**src/hdl/sttgc_pkg.sv**
```systemverilog
// Shared types, constants and time helpers for the sorted time table.
package sttgc_pkg;

  localparam int ENTRY_W = 17;   // packed hours, minutes, seconds
  localparam int TOTAL_W = 17;   // seconds of day, raw or folded
  localparam int GAP_W   = 12;

  localparam logic [TOTAL_W-1:0] DAY_SECONDS  = 17'd86400;
  localparam logic [TOTAL_W-1:0] SEC_PER_HOUR = 17'd3600;
  localparam logic [TOTAL_W-1:0] SEC_PER_MIN  = 17'd60;
  localparam logic [GAP_W-1:0]   GAP_RESET    = 12'd60;

  localparam logic [1:0] OP_ADD    = 2'd0;
  localparam logic [1:0] OP_UPDATE = 2'd1;
  localparam logic [1:0] OP_REMOVE = 2'd2;
  localparam logic [1:0] OP_READ   = 2'd3;

  localparam logic [1:0] ST_OK       = 2'd0;
  localparam logic [1:0] ST_BAD      = 2'd1;
  localparam logic [1:0] ST_CONFLICT = 2'd2;

  typedef logic [ENTRY_W-1:0] entry_t;
  typedef logic [TOTAL_W-1:0] total_t;

  // Result of comparing one stored entry against the candidate time.
  typedef struct packed {
    logic conflict;  // closer than the gap, circularly
    logic ahead;     // entry sorts ahead of the candidate
  } cmp_res_t;

  // Raw seconds of day; fields are taken as stored, even out of range.
  function automatic total_t time_total(input entry_t e);
    time_total = TOTAL_W'(e[16:12]) * SEC_PER_HOUR
               + TOTAL_W'(e[11:6]) * SEC_PER_MIN
               + TOTAL_W'(e[5:0]);
  endfunction

  // Fold once into the day.
  function automatic total_t day_fold(input total_t t);
    day_fold = (t >= DAY_SECONDS) ? t - DAY_SECONDS : t;
  endfunction

endpackage

```
**src/hdl/sorted_time_table_with_gap_check.sv**
```systemverilog
// Top level: sorted time-of-day table with circular gap check and sequencer.
//
//  Channel   Signals                                    Handshake
//  --------  -----------------------------------------  -------------------------
//  command   operation index hours minutes seconds      taken when start & !busy
//  result    status entry_count read_hours/minutes/sec  valid one cycle on done
//  config    min_gap_seconds                            written when min_gap_we
//
// A command runs under a small sequencer that drives one RAM port pair and one
// shared compare unit. Add and update scan all n entries, then move up to n
// entries one per cycle through the RAM, write the new time and raise done; a
// time conflict ends after the scan. Remove moves n - index - 1 entries, read
// waits for the registered RAM data, and rejects for a full table or bad index
// raise done straight from idle. Each move reads its source slot, then writes
// the registered data one slot over.
// Reset clears the entry count and loads a gap of 60 seconds; RAM contents
// are not cleared and are never used beyond the count. done pulses for one
// cycle and busy falls on the same edge; results cannot be held off.
module sorted_time_table_with_gap_check
  import sttgc_pkg::*;
#(
  parameter int CAPACITY = 12
) (
  input  logic                clk,
  input  logic                rst,
  // command
  input  logic                start,
  output logic                busy,
  input  logic [1:0]          operation,
  input  logic [3:0]          index,
  input  logic [4:0]          hours,
  input  logic [5:0]          minutes,
  input  logic [5:0]          seconds,
  // result
  output logic                done,
  output logic [1:0]          status,
  output logic [3:0]          entry_count,
  output logic [4:0]          read_hours,
  output logic [5:0]          read_minutes,
  output logic [5:0]          read_seconds,
  // config
  input  logic                min_gap_we,
  input  logic [GAP_W-1:0]    min_gap_seconds
);

  localparam int AW   = (CAPACITY > 1) ? $clog2(CAPACITY) : 1;
  localparam int CW   = $clog2(CAPACITY + 1);
  localparam int CMPW = (CW > 4) ? CW : 4;

  localparam logic [2:0] S_IDLE      = 3'd0;
  localparam logic [2:0] S_SCAN      = 3'd1;
  localparam logic [2:0] S_SHIFT     = 3'd2;
  localparam logic [2:0] S_WRITE     = 3'd3;
  localparam logic [2:0] S_READ      = 3'd4;
  localparam logic [2:0] S_READ_WAIT = 3'd5;

  logic [2:0]       state;
  logic [GAP_W-1:0] gap;
  logic [CW-1:0]    count;

  // latched command
  logic [1:0]       op;
  logic [CW-1:0]    idx;
  entry_t           cand;
  total_t           cand_total;
  total_t           cand_day;

  // scan
  logic [CW-1:0]    issue_cnt;
  logic             rvalid;
  logic [AW-1:0]    raddr_q;
  logic             conflict;
  logic [CW-1:0]    pos;

  // move engine
  logic             up;
  logic [CW-1:0]    cur;
  logic [CW-1:0]    rem;
  logic             wpend;
  logic [AW-1:0]    wdest;

  // RAM and compare unit
  logic             ram_we;
  logic [AW-1:0]    ram_waddr;
  entry_t           ram_wdata;
  logic [AW-1:0]    ram_raddr;
  entry_t           ram_rdata;
  cmp_res_t         cmp;
  logic             tie_before;

  logic             idx_ok;
  entry_t           new_entry;
  total_t           new_total;
  logic             scan_done;
  logic             skip;

  assign busy        = (state != S_IDLE);
  assign entry_count = 4'(count);
  assign idx_ok      = CMPW'(index) < CMPW'(count);
  assign new_entry   = {hours, minutes, seconds};
  assign new_total   = time_total(new_entry);
  assign scan_done   = (issue_cnt >= count) && !rvalid;
  assign skip        = (op == OP_UPDATE) && (CW'(raddr_q) == idx);
  assign tie_before  = (op == OP_ADD) || (CW'(raddr_q) < idx);

  sttgc_ram #(
    .WIDTH (ENTRY_W),
    .DEPTH (CAPACITY)
  ) u_ram (
    .clk   (clk),
    .we    (ram_we),
    .waddr (ram_waddr),
    .wdata (ram_wdata),
    .raddr (ram_raddr),
    .rdata (ram_rdata)
  );

  sttgc_cmp u_cmp (
    .entry      (ram_rdata),
    .cand_total (cand_total),
    .cand_day   (cand_day),
    .gap        (gap),
    .tie_before (tie_before),
    .res        (cmp)
  );

  // RAM port steering by sequencer state
  always_comb begin
    ram_we    = 1'b0;
    ram_waddr = wdest;
    ram_wdata = ram_rdata;
    ram_raddr = AW'(idx);
    unique case (state)
      S_SCAN: begin
        ram_raddr = AW'(issue_cnt);
      end
      S_SHIFT: begin
        ram_raddr = AW'(cur);
        ram_we    = wpend;
      end
      S_WRITE: begin
        ram_we    = 1'b1;
        ram_waddr = AW'(pos);
        ram_wdata = cand;
      end
      default: begin
      end
    endcase
  end

  always_ff @(posedge clk) begin
    if (rst) begin
      gap <= GAP_RESET;
    end else if (min_gap_we) begin
      gap <= min_gap_seconds;
    end
  end

  always_ff @(posedge clk) begin
    if (rst) begin
      state    <= S_IDLE;
      count    <= '0;
      done     <= 1'b0;
      rvalid   <= 1'b0;
      wpend    <= 1'b0;
    end else begin
      done <= 1'b0;
      unique case (state)
        S_IDLE: begin
          if (start) begin
            // latch the command and clear the per-item accumulators
            op           <= operation;
            idx          <= CW'(index);
            cand         <= new_entry;
            cand_total   <= new_total;
            cand_day     <= day_fold(new_total);
            issue_cnt    <= '0;
            rvalid       <= 1'b0;
            conflict     <= 1'b0;
            pos          <= '0;
            wpend        <= 1'b0;
            status       <= ST_BAD;
            read_hours   <= '0;
            read_minutes <= '0;
            read_seconds <= '0;
            unique case (operation)
              OP_ADD: begin
                if (count == CW'(CAPACITY)) begin
                  done <= 1'b1;
                end else begin
                  state <= S_SCAN;
                end
              end
              OP_UPDATE: begin
                if (idx_ok) begin
                  state <= S_SCAN;
                end else begin
                  done <= 1'b1;
                end
              end
              OP_REMOVE: begin
                if (idx_ok) begin
                  // close the hole: move later entries down by one
                  up    <= 1'b0;
                  cur   <= CW'(index) + 1'b1;
                  rem   <= count - CW'(index) - 1'b1;
                  state <= S_SHIFT;
                end else begin
                  done <= 1'b1;
                end
              end
              OP_READ: begin
                if (idx_ok) begin
                  state <= S_READ;
                end else begin
                  done <= 1'b1;
                end
              end
              default: begin
              end
            endcase
          end
        end

        S_SCAN: begin
          // issue one read per cycle, judge each returned entry once its registered read data is back
          rvalid <= 1'b0;
          if (issue_cnt < count) begin
            issue_cnt <= issue_cnt + 1'b1;
            rvalid    <= 1'b1;
            raddr_q   <= AW'(issue_cnt);
          end
          if (rvalid && !skip) begin
            if (cmp.conflict) begin
              conflict <= 1'b1;
            end
            if (cmp.ahead) begin
              pos <= pos + 1'b1;
            end
          end
          if (scan_done) begin
            if (conflict) begin
              status <= ST_CONFLICT;
              done   <= 1'b1;
              state  <= S_IDLE;
            end else begin
              state <= S_SHIFT;
              if (op == OP_ADD) begin
                up  <= 1'b1;
                cur <= count - 1'b1;
                rem <= count - pos;
              end else if (pos > idx) begin
                up  <= 1'b0;
                cur <= idx + 1'b1;
                rem <= pos - idx;
              end else begin
                up  <= 1'b1;
                cur <= idx - 1'b1;
                rem <= idx - pos;
              end
            end
          end
        end

        S_SHIFT: begin
          // read source now, write it one slot over on the next cycle
          if (rem != '0) begin
            wpend <= 1'b1;
            wdest <= up ? AW'(cur + 1'b1) : AW'(cur - 1'b1);
            cur   <= up ? cur - 1'b1 : cur + 1'b1;
            rem   <= rem - 1'b1;
          end else begin
            wpend <= 1'b0;
            if (!wpend) begin
              if (op == OP_REMOVE) begin
                count  <= count - 1'b1;
                status <= ST_OK;
                done   <= 1'b1;
                state  <= S_IDLE;
              end else begin
                state <= S_WRITE;
              end
            end
          end
        end

        S_WRITE: begin
          // new time lands at its sorted slot
          if (op == OP_ADD) begin
            count <= count + 1'b1;
          end
          status <= ST_OK;
          done   <= 1'b1;
          state  <= S_IDLE;
        end

        S_READ: begin
          state <= S_READ_WAIT;
        end

        S_READ_WAIT: begin
          status       <= ST_OK;
          read_hours   <= ram_rdata[16:12];
          read_minutes <= ram_rdata[11:6];
          read_seconds <= ram_rdata[5:0];
          done         <= 1'b1;
          state        <= S_IDLE;
        end

        default: begin
          state <= S_IDLE;
        end
      endcase
    end
  end

endmodule

```
**src/hdl/sttgc_ram.sv**
```systemverilog
// Generic single-write, single-read RAM with registered read data.
module sttgc_ram #(
  parameter int WIDTH = 17,
  parameter int DEPTH = 12,
  localparam int AW = (DEPTH > 1) ? $clog2(DEPTH) : 1
) (
  input  logic             clk,
  input  logic             we,
  input  logic [AW-1:0]    waddr,
  input  logic [WIDTH-1:0] wdata,
  input  logic [AW-1:0]    raddr,
  output logic [WIDTH-1:0] rdata
);

  logic [WIDTH-1:0] mem [DEPTH];

  always_ff @(posedge clk) begin
    if (we) begin
      mem[waddr] <= wdata;
    end
    rdata <= mem[raddr];
  end

endmodule

```
**src/hdl/sttgc_cmp.sv**
```systemverilog
// Shared compare unit: circular gap check and sort-order test for one entry.
module sttgc_cmp
  import sttgc_pkg::*;
(
  input  entry_t             entry,
  input  total_t             cand_total,
  input  total_t             cand_day,
  input  logic [GAP_W-1:0]   gap,
  input  logic               tie_before,
  output cmp_res_t           res
);

  total_t key;
  total_t key_day;
  total_t dist_abs;
  total_t dist_wrap;
  total_t dist_min;

  always_comb begin
    key       = time_total(entry);
    key_day   = day_fold(key);
    dist_abs  = (cand_day > key_day) ? cand_day - key_day : key_day - cand_day;
    dist_wrap = DAY_SECONDS - dist_abs;
    dist_min  = (dist_wrap < dist_abs) ? dist_wrap : dist_abs;
    res.conflict = dist_min < TOTAL_W'(gap);
    // equal keys keep their prior order relative to the candidate
    res.ahead    = (key < cand_total) || ((key == cand_total) && tie_before);
  end

endmodule

```
**config.mk**
```make
export PLATFORM = sky130hd
export DESIGN_NAME = sorted_time_table_with_gap_check
export DESIGN_NICKNAME = d
export VERILOG_FILES = /design/src/hdl/sttgc_pkg.sv /design/src/hdl/sorted_time_table_with_gap_check.sv /design/src/hdl/sttgc_ram.sv /design/src/hdl/sttgc_cmp.sv
export SDC_FILE = /design/constraint.sdc
export NUM_CORES = 1
export LEC_CHECK = 0
export ABC_AREA = 1
export BUFFER_PORTS_ARGS = -buffer_cell sky130_fd_sc_hd__buf_4
export CORE_UTILIZATION = 40
export DETAILED_ROUTE_END_ITERATION = 8
export GPL_ROUTABILITY_DRIVEN = 0
export PLACE_DENSITY = 0.65
export SLEW_MARGIN = 25
export SYNTH_ARGS = -nofsm -noshare
export SYNTH_HDL_FRONTEND = slang
export SYNTH_SLANG_ARGS = --single-unit
```
**constraint.sdc**
```tcl
create_clock -name clk -period 13.8 [get_ports clk]
set_clock_uncertainty 0.1 [all_clocks]
set_input_delay 1.38 -clock clk [delete_from_list [all_inputs] [get_ports clk]]
set_output_delay 1.38 -clock clk [all_outputs]
set_load 0.02 [all_outputs]
```
==> results by group, run 1 <==
Route
  • Met2 WL: approximately 26 mm
  • Highest routed layer: met5
  • Final WL: around 53 mm
  • Count of antenna-violating nets left after detailed routing: 0
  • Vias per std cell: about 5.2
  • Initial DRC Count: 1169
  • WL met3: about 2.7 mm
  • First-pass iteration count of the detailed router: 5
  • Wire length per cell: 16.76 microns
  • DR vias: between 15000 and 20000
  • Metal-1 WL: 22.44 mm
  • DRC: 0

Setup path
  • Setup crit end: conflict$_DFFE_PP_
  • Reg2Reg Depth: 62
  • RR Startpoint: u_ram.rdata[9]$_DFF_P_
  • Crit path depth: between 60 and 70
  • Most used cell, CP: nand2_1
  • Crit path kind: reg2reg
  • Crit path max-delay family: simple AND/OR/NAND/NOR gates
  • Startpoint types: register
  • Worst stage delay on the critical path: 0.52 ns
  • Critical Path Slowest Stage Cell: fa_1
  • CP startpoint: u_ram.rdata[9]$_DFF_P_
  • Crit. End Element: register
  • R2r endpoint: conflict$_DFFE_PP_
  • Crit-path max FO: 24
  • Critical path arrival: around 12 ns
  • CP Buf/Inv Count: 4
  • R2r setup slk: approximately 1.7 ns
  • CP required: 13.94 ns

Yosys
  • Post-synth EDFFs: between 200 and 300
  • Syn_nets: between 2000 and 3000
  • Largest area contributor in the netlist: edfxtp_1
  • Ranking of synthesized cells by area: edfxtp_1 41%, ha_1 11%, nand2_1 7.1%
  • Most common cell in the synthesized netlist: nand2_1
  • Main flop type after synthesis: edfxtp_1
  • Distinct cell type count after synthesis: between 50 and 60
  • #FFs+latches synth: roughly 340
  • Synth top cells by count: 410 x nand2_1, 377 x inv_1, 297 x edfxtp_1, 196 x ha_1, 194 x o21ai_0
  • Cell Area, Synth: around 0.022 sq mm
  • Post-synth top area share: 0.4133
  • Synth Warn #: 0
  • Synth async-reset ratio: 0
  • Seq/Total Area, Yosys: 0.4494
  • Avg Inst Size Synth: around 9.1 sq um
  • Synthesized instance count: ~2400

Floorplan
  • Initial Util: 0.4074
  • Num ports: 64
  • Die W: approximately 230 microns
  • Total core area: about 0.053 sq mm
  • Site Rows: 84
  • Die Span Y: between 200 and 250 microns
  • DIE AREA: between 0.05 and 0.06 sq mm

STA
  • Rel. slew slack: 0.3059
  • Fin. Hold Viols: 0
  • Min Tclk post-route: about 12 ns
  • Slew Viols, Final: 0
  • Setup TNS: 0 ns
  • Tcrit/Tclk final: 0.8770
  • RSZ-0062 raised after global routing: no
  • Final setup vio count: 0
  • Worst-margin pin slew: 1.039 ns
  • Highest Clock Rate: 0.08263 GHz
  • WHS: around 0.37 ns

Cells and area
  • Fill cells: between 5000 and 6000
  • Register area: 0.009699 sq mm
  • Multi-input logic area: between 0.01 and 0.015 sq mm
  • Net count, final: around 2700
  • Post-route insts no fill: roughly 3200
  • Area delta synth->final: 12.25%
  • Layout cells sized above 1: 0.08932

Hold path
  • Worst Hold Depth: 2
  • Hold_sp: gap[10]$_SDFFE_PP0P_
  • Worst min path class: reg2reg

Clock network
  • Clock sink count: between 300 and 400
  • CTS tree: yes
  • Postcts setup bufs: 0
  • Clock buffer depth: 3
  • Post_cts resized: 0
  • Clk_lat worst skew: 0.54 ns
  • Total CTS buffers: 37
  • # H-tree levels: 2
  • Root Buffer: clkbuf_16
  • Post-CTS Hold Buffers: 0
  • Clock transition at path regs: around 0.06 ns

Global routing
  • Wire length of the first global-routing pass: about 83 mm
  • Global route total overflow: 0
  • Largest net degree at the start of global routing: around 100
  • GRT Total Usage: 0.1920
  • Initial antenna violation count: 4
  • Vias in the first global route: about 16000

Job
  • Max cap viols: 0

Status
  • Status: finished clean

Placement
  • I/O Buffers: 63
  • Post-DP HPWL: about 38 mm
  • Placed cells: a little over 3000
## cell families after synthesis
kind of cell | Yosys count | share of synthesized area
xor gates and xnor gates | 97 | 0.03971
muxes | 34 | 0.01577
and+or+nand+nor | 777 | 0.1566
buffers and inverters | 448 | 0.07989
AOI/OAI and AO/OA | 440 | 0.1106
adders and majority gates | 233 | 0.1480
DFF | 336 | 0.4494
## registers in the layout (all words and copies together) (netlist names), 5 cells and up
name and cells:
gap 12, cand_day 10, u_ram.mem 204, cand 17, read_minutes 6, u_ram.rdata 17
cand_total 15, read_seconds 6, read_hours 5
## metrics by stage
step           setup WS, ns  cell area (sq um)    util
2_1_floorplan         3.600              21580       -
3_3_place_gp          2.240              22900  0.4323
3_5_place_dp          1.799              22910  0.4325
4_1_cts               1.756              24220  0.4572
5_1_grt              0.4989              24220  0.4573
6_report              1.698              24220  0.4573
## cell type report
type | instances | area share
antenna | 2 | 0.0002066
timing repair buffer | 91 | 0.02836
sequential | 336 | 0.4004
multi-input combinational | 1581 | 0.4216
tap | 688 | 0.03554
clock inverter | 23 | 0.01245
inverter | 387 | 0.05997
clock buffer | 45 | 0.04153
## routing by layer
metal,track usage,vias up
met5,0,-
li1,-,8082
met1,0.2427,7792
met2,0.3298,467
met4,0.07630,4
met3,0.02651,108
## worst reg2reg max path: cells and delay by family, from the launching register on
kind,cells,cell delay [ns]
AO/OA/AOI/OAI,15,2.22
XOR/XNOR,3,0.65
adder cells (fa/ha/maj),8,2.99
buffers and inverters,4,0.55
flip-flops,1,0.29
multiplexers,1,0.25
AND/OR/NAND/NOR,31,4.78
## worst min path at each step
stage	end	slack, ns
finish	gap[10]$_SDFFE_PP0P_	0.37
global placement	gap[11]$_SDFFE_PP0P_	0.36
floorplan	gap[11]$_SDFFE_PP0P_	0.34
global route	gap[11]$_SDFFE_PP0P_	0.40
detailed placement	gap[10]$_SDFFE_PP0P_	0.36
CTS	gap[10]$_SDFFE_PP0P_	0.37
## placed cells by master (no fill, tap or decap), types with 37 or more instances in the layout
cell type,instances
o21ai_0,185
a21oi_1,166
fa_1,37
dfxtp_1,39
ha_1,196
buf_4,90
xnor2_1,42
inv_1,376
nand2_1,410
nand3_1,144
edfxtp_1,297
nor2_1,124
xor2_1,54
clkbuf_16,37
Power of run 1 is left out: the tool's default activity adds up to more than one toggle a clock period on the data nets, which glitch-free logic cannot reach.
==> inputs of run 2 (changes only) <==
Settings changed: ABC_AREA 1 to default.
==> results by group, run 2 <==
Clock network
  • CTS tree: yes
  • Clock transition at path regs: 0.07 ns (about the same)
  • Root Buffer: clkbuf_16
  • # H-tree levels: 2 (unchanged)
  • Clk_lat worst skew: 0.55 ns (about the same)
  • Post-CTS Hold Buffers: 0 (unchanged)
  • Total CTS buffers: 36 (-2.7%)
  • Clock sink count: 336 (unchanged)
  • Clock buffer depth: 3 (unchanged)

Floorplan
  • Total core area: 0.05151 sq mm (-2.8%)
  • Die Span Y: 230.7 microns (-1.5%)
  • Num ports: 64 (unchanged)
  • Site Rows: 83 (-1.2%)
  • Die W: 230.7 microns (-1.5%)
  • Initial Util: 0.4063 (-0.001145)
  • DIE AREA: 0.05323 sq mm (-3.0%)

Global routing
  • GRT Total Usage: 0.1885 (-0.003411)
  • Vias in the first global route: 14784 (-5.0%)
  • Global route total overflow: 0 (unchanged)
  • Largest net degree at the start of global routing: 71 (-31%)
  • Initial antenna violation count: 0 (-4)
  • Wire length of the first global-routing pass: 80.04 mm (-3.0%)

Route
  • First-pass iteration count of the detailed router: 5 (unchanged)
  • Vias per std cell: 5.437 (+4.2%)
  • Count of antenna-violating nets left after detailed routing: 0 (unchanged)
  • DR vias: 15081 (-8.3%)
  • Wire length per cell: 18.16 microns (+8.3%)
  • DRC: 0 (unchanged)
  • Initial DRC Count: 1076 (-8.0%)
  • Final WL: 50.36 mm (-4.7%)

Yosys
  • Syn_nets: 2278 (-14%)
  • Cell Area, Synth: 0.02093 sq mm (-3.0%)
  • Most common cell in the synthesized netlist: edfxtp_1
  • Synthesized instance count: 2006 (-15%)
  • Distinct cell type count after synthesis: 80 (+57%)
  • Synth Warn #: 0 (unchanged)
  • Post-synth EDFFs: 297 (unchanged)
  • Largest area contributor in the netlist: edfxtp_1
  • Avg Inst Size Synth: 10.43 sq um (+14%)
  • Synth async-reset ratio: 0 (unchanged)
  • Ranking of synthesized cells by area: edfxtp_1 43%, ha_1 12%, nand2_1 4.4%
  • Synth top cells by count: 297 x edfxtp_1, 244 x nand2_1, 196 x ha_1, 183 x inv_1, 135 x nor2_1
  • #FFs+latches synth: 336 (unchanged)
  • Seq/Total Area, Yosys: 0.4635 (+0.01405)
  • Main flop type after synthesis: edfxtp_1
  • Post-synth top area share: 0.4262 (+0.01292)

Setup path
  • Worst stage delay on the critical path: 0.58 ns (+0.06 ns)
  • CP Buf/Inv Count: 4 (unchanged)
  • Crit. End Element: register
  • Critical Path Slowest Stage Cell: fa_1
  • CP startpoint: u_ram.rdata[6]$_DFF_P_
  • Most used cell, CP: ha_1
  • Crit-path max FO: 12 (-50%)
  • Crit path kind: reg2reg
  • Startpoint types: register
  • Critical path arrival: 12.92 ns (+0.68 ns)
  • RR Startpoint: u_ram.rdata[6]$_DFF_P_
  • CP required: 13.96 ns (+0.02 ns)
  • Crit path max-delay family: compound AO/OA/AOI/OAI gates

STA
  • Setup TNS: 0 ns (unchanged)
  • RSZ-0062 raised after global routing: no
  • Tcrit/Tclk final: 0.9246 (+0.04765)
  • Min Tclk post-route: 12.76 ns (+0.6576 ns)
  • Rel. slew slack: 0.3156 (+0.009688)
  • WHS: 0.3923 ns (+0.02384 ns)
  • Slew Viols, Final: 0 (unchanged)
  • Worst-margin pin slew: 1.016 ns (-0.02280 ns)
  • Final setup vio count: 0 (unchanged)
  • Fin. Hold Viols: 0 (unchanged)
  • Highest Clock Rate: 0.07837 GHz (-5.2%)

Cells and area
  • Regs by FF count: u_ram.mem: 204 flops, cand: 17 flops, u_ram.rdata: 17 flops
  • Design Area, Final: 0.02351 sq mm (-2.9%)
  • Fill cells: 4773 (-5.2%)
  • Area delta synth->final: 12.36%
  • Layout cells sized above 1: 0.09694 (+0.007622)
  • Top reg by flops: u_ram.mem
  • Ant diodes: 0 (-2)
  • Commonest cells after routing, fill and taps aside: 297 x edfxtp_1, 242 x nand2_1, 196 x ha_1, 183 x inv_1, 126 x nor2_1
  • Net count, final: 2339 (-14%)
  • Most common cell after layout, fill and taps aside: edfxtp_1
  • Max reg flops: 204 (unchanged)
  • Post-route insts no fill: 2774 (-12%)

Job
  • Max cap viols: 0 (unchanged)

Placement
  • Post-DP HPWL: 35.27 mm (-8.3%)
  • I/O Buffers: 63 (unchanged)
  • Post-DP Area: 0.02224 sq mm (-2.9%)
  • Placed cells: 2707 (-12%)

Hold path
  • Hold_sp: gap[8]$_SDFFE_PP0P_
  • Worst min path class: reg2reg

Status
  • Status: finished clean
run 2: changes by cell type in the layout (fill, tap and decap cells not counted), moves of 17 or more:
cell	change
a311oi_1	+20
o21ai_0	-118
nand3_1	-96
a211oi_1	+24
nand2_2	-17
nor2b_1	+20
a21o_1	+30
inv_1	-193
and3_1	+47
a31oi_1	+37
nand2_1	-168
a21oi_1	-63
xnor2_1	+38
xor2_1	-18
run 2: cell families (layout without fill, tap and decap cells):
kind of cell	count (synthesis)	count (layout)	share of synthesized area
muxes	39	39	0.01967
DFF	336	336	0.4635
and+or+nand+nor	597	597	0.1308
xor gates and xnor gates	119	119	0.05118
adders and majority gates	233	233	0.1526
AOI/OAI and AO/OA	424	424	0.1344
buffers and inverters	258	346	0.04795
run 2: per-stage QoR:
stage                     worst slack [ns]    util
after floorplan                      1.988       -
after global placement               1.228  0.4316
after detailed placement            0.7674  0.4318
after CTS                           0.6914  0.4556
after global routing               0.07464  0.4565
final                                1.040  0.4565
run 2: area by class of cell:
cell class / count / area [sq um] / share of cell area
clock buffers: 39 / 922.1 / 0.03922
clock inverters: 26 / 305.3 / 0.01298
inverters: 183 / 686.9 / 0.02921
multi-input cells: 1412 / 10310 / 0.4386
flip-flops and latches: 336 / 9699 / 0.4125
well taps: 680 / 850.8 / 0.03618
repair buffers: 98 / 735.7 / 0.03129
run 2: path summary, 6_finish.rpt:
kind                            cells past startpoint  slack, ns                  end
worst min register to register                      2       0.39  gap[8]$_SDFFE_PP0P_
worst min-delay path                                2       0.39  gap[8]$_SDFFE_PP0P_
worst max register to register                     55       1.04   conflict$_DFFE_PP_
worst max-delay path                               55       1.04   conflict$_DFFE_PP_
run 2: metal layers:
metal	vias up	GRT usage	part of all wire
met2	339	0.3338	0.50
li1	7311	-	-
met5	-	0	0
met3	88	0.02063	0.042
met4	0	0.05360	0.024
met1	7343	0.2423	0.43
run 2: tightest hold or removal path: stages (launching register included):
cell	delay [ns]
dfxtp_1	0.32
mux2i_1	0.06
nor2_1	0.07
run 2: what timing repair did:
action	in CTS	in global routing
resized for setup	0	7
setup buffers	0	2
endpoints found under the setup margin	0	1
Power of run 2 is left out for the same reason.
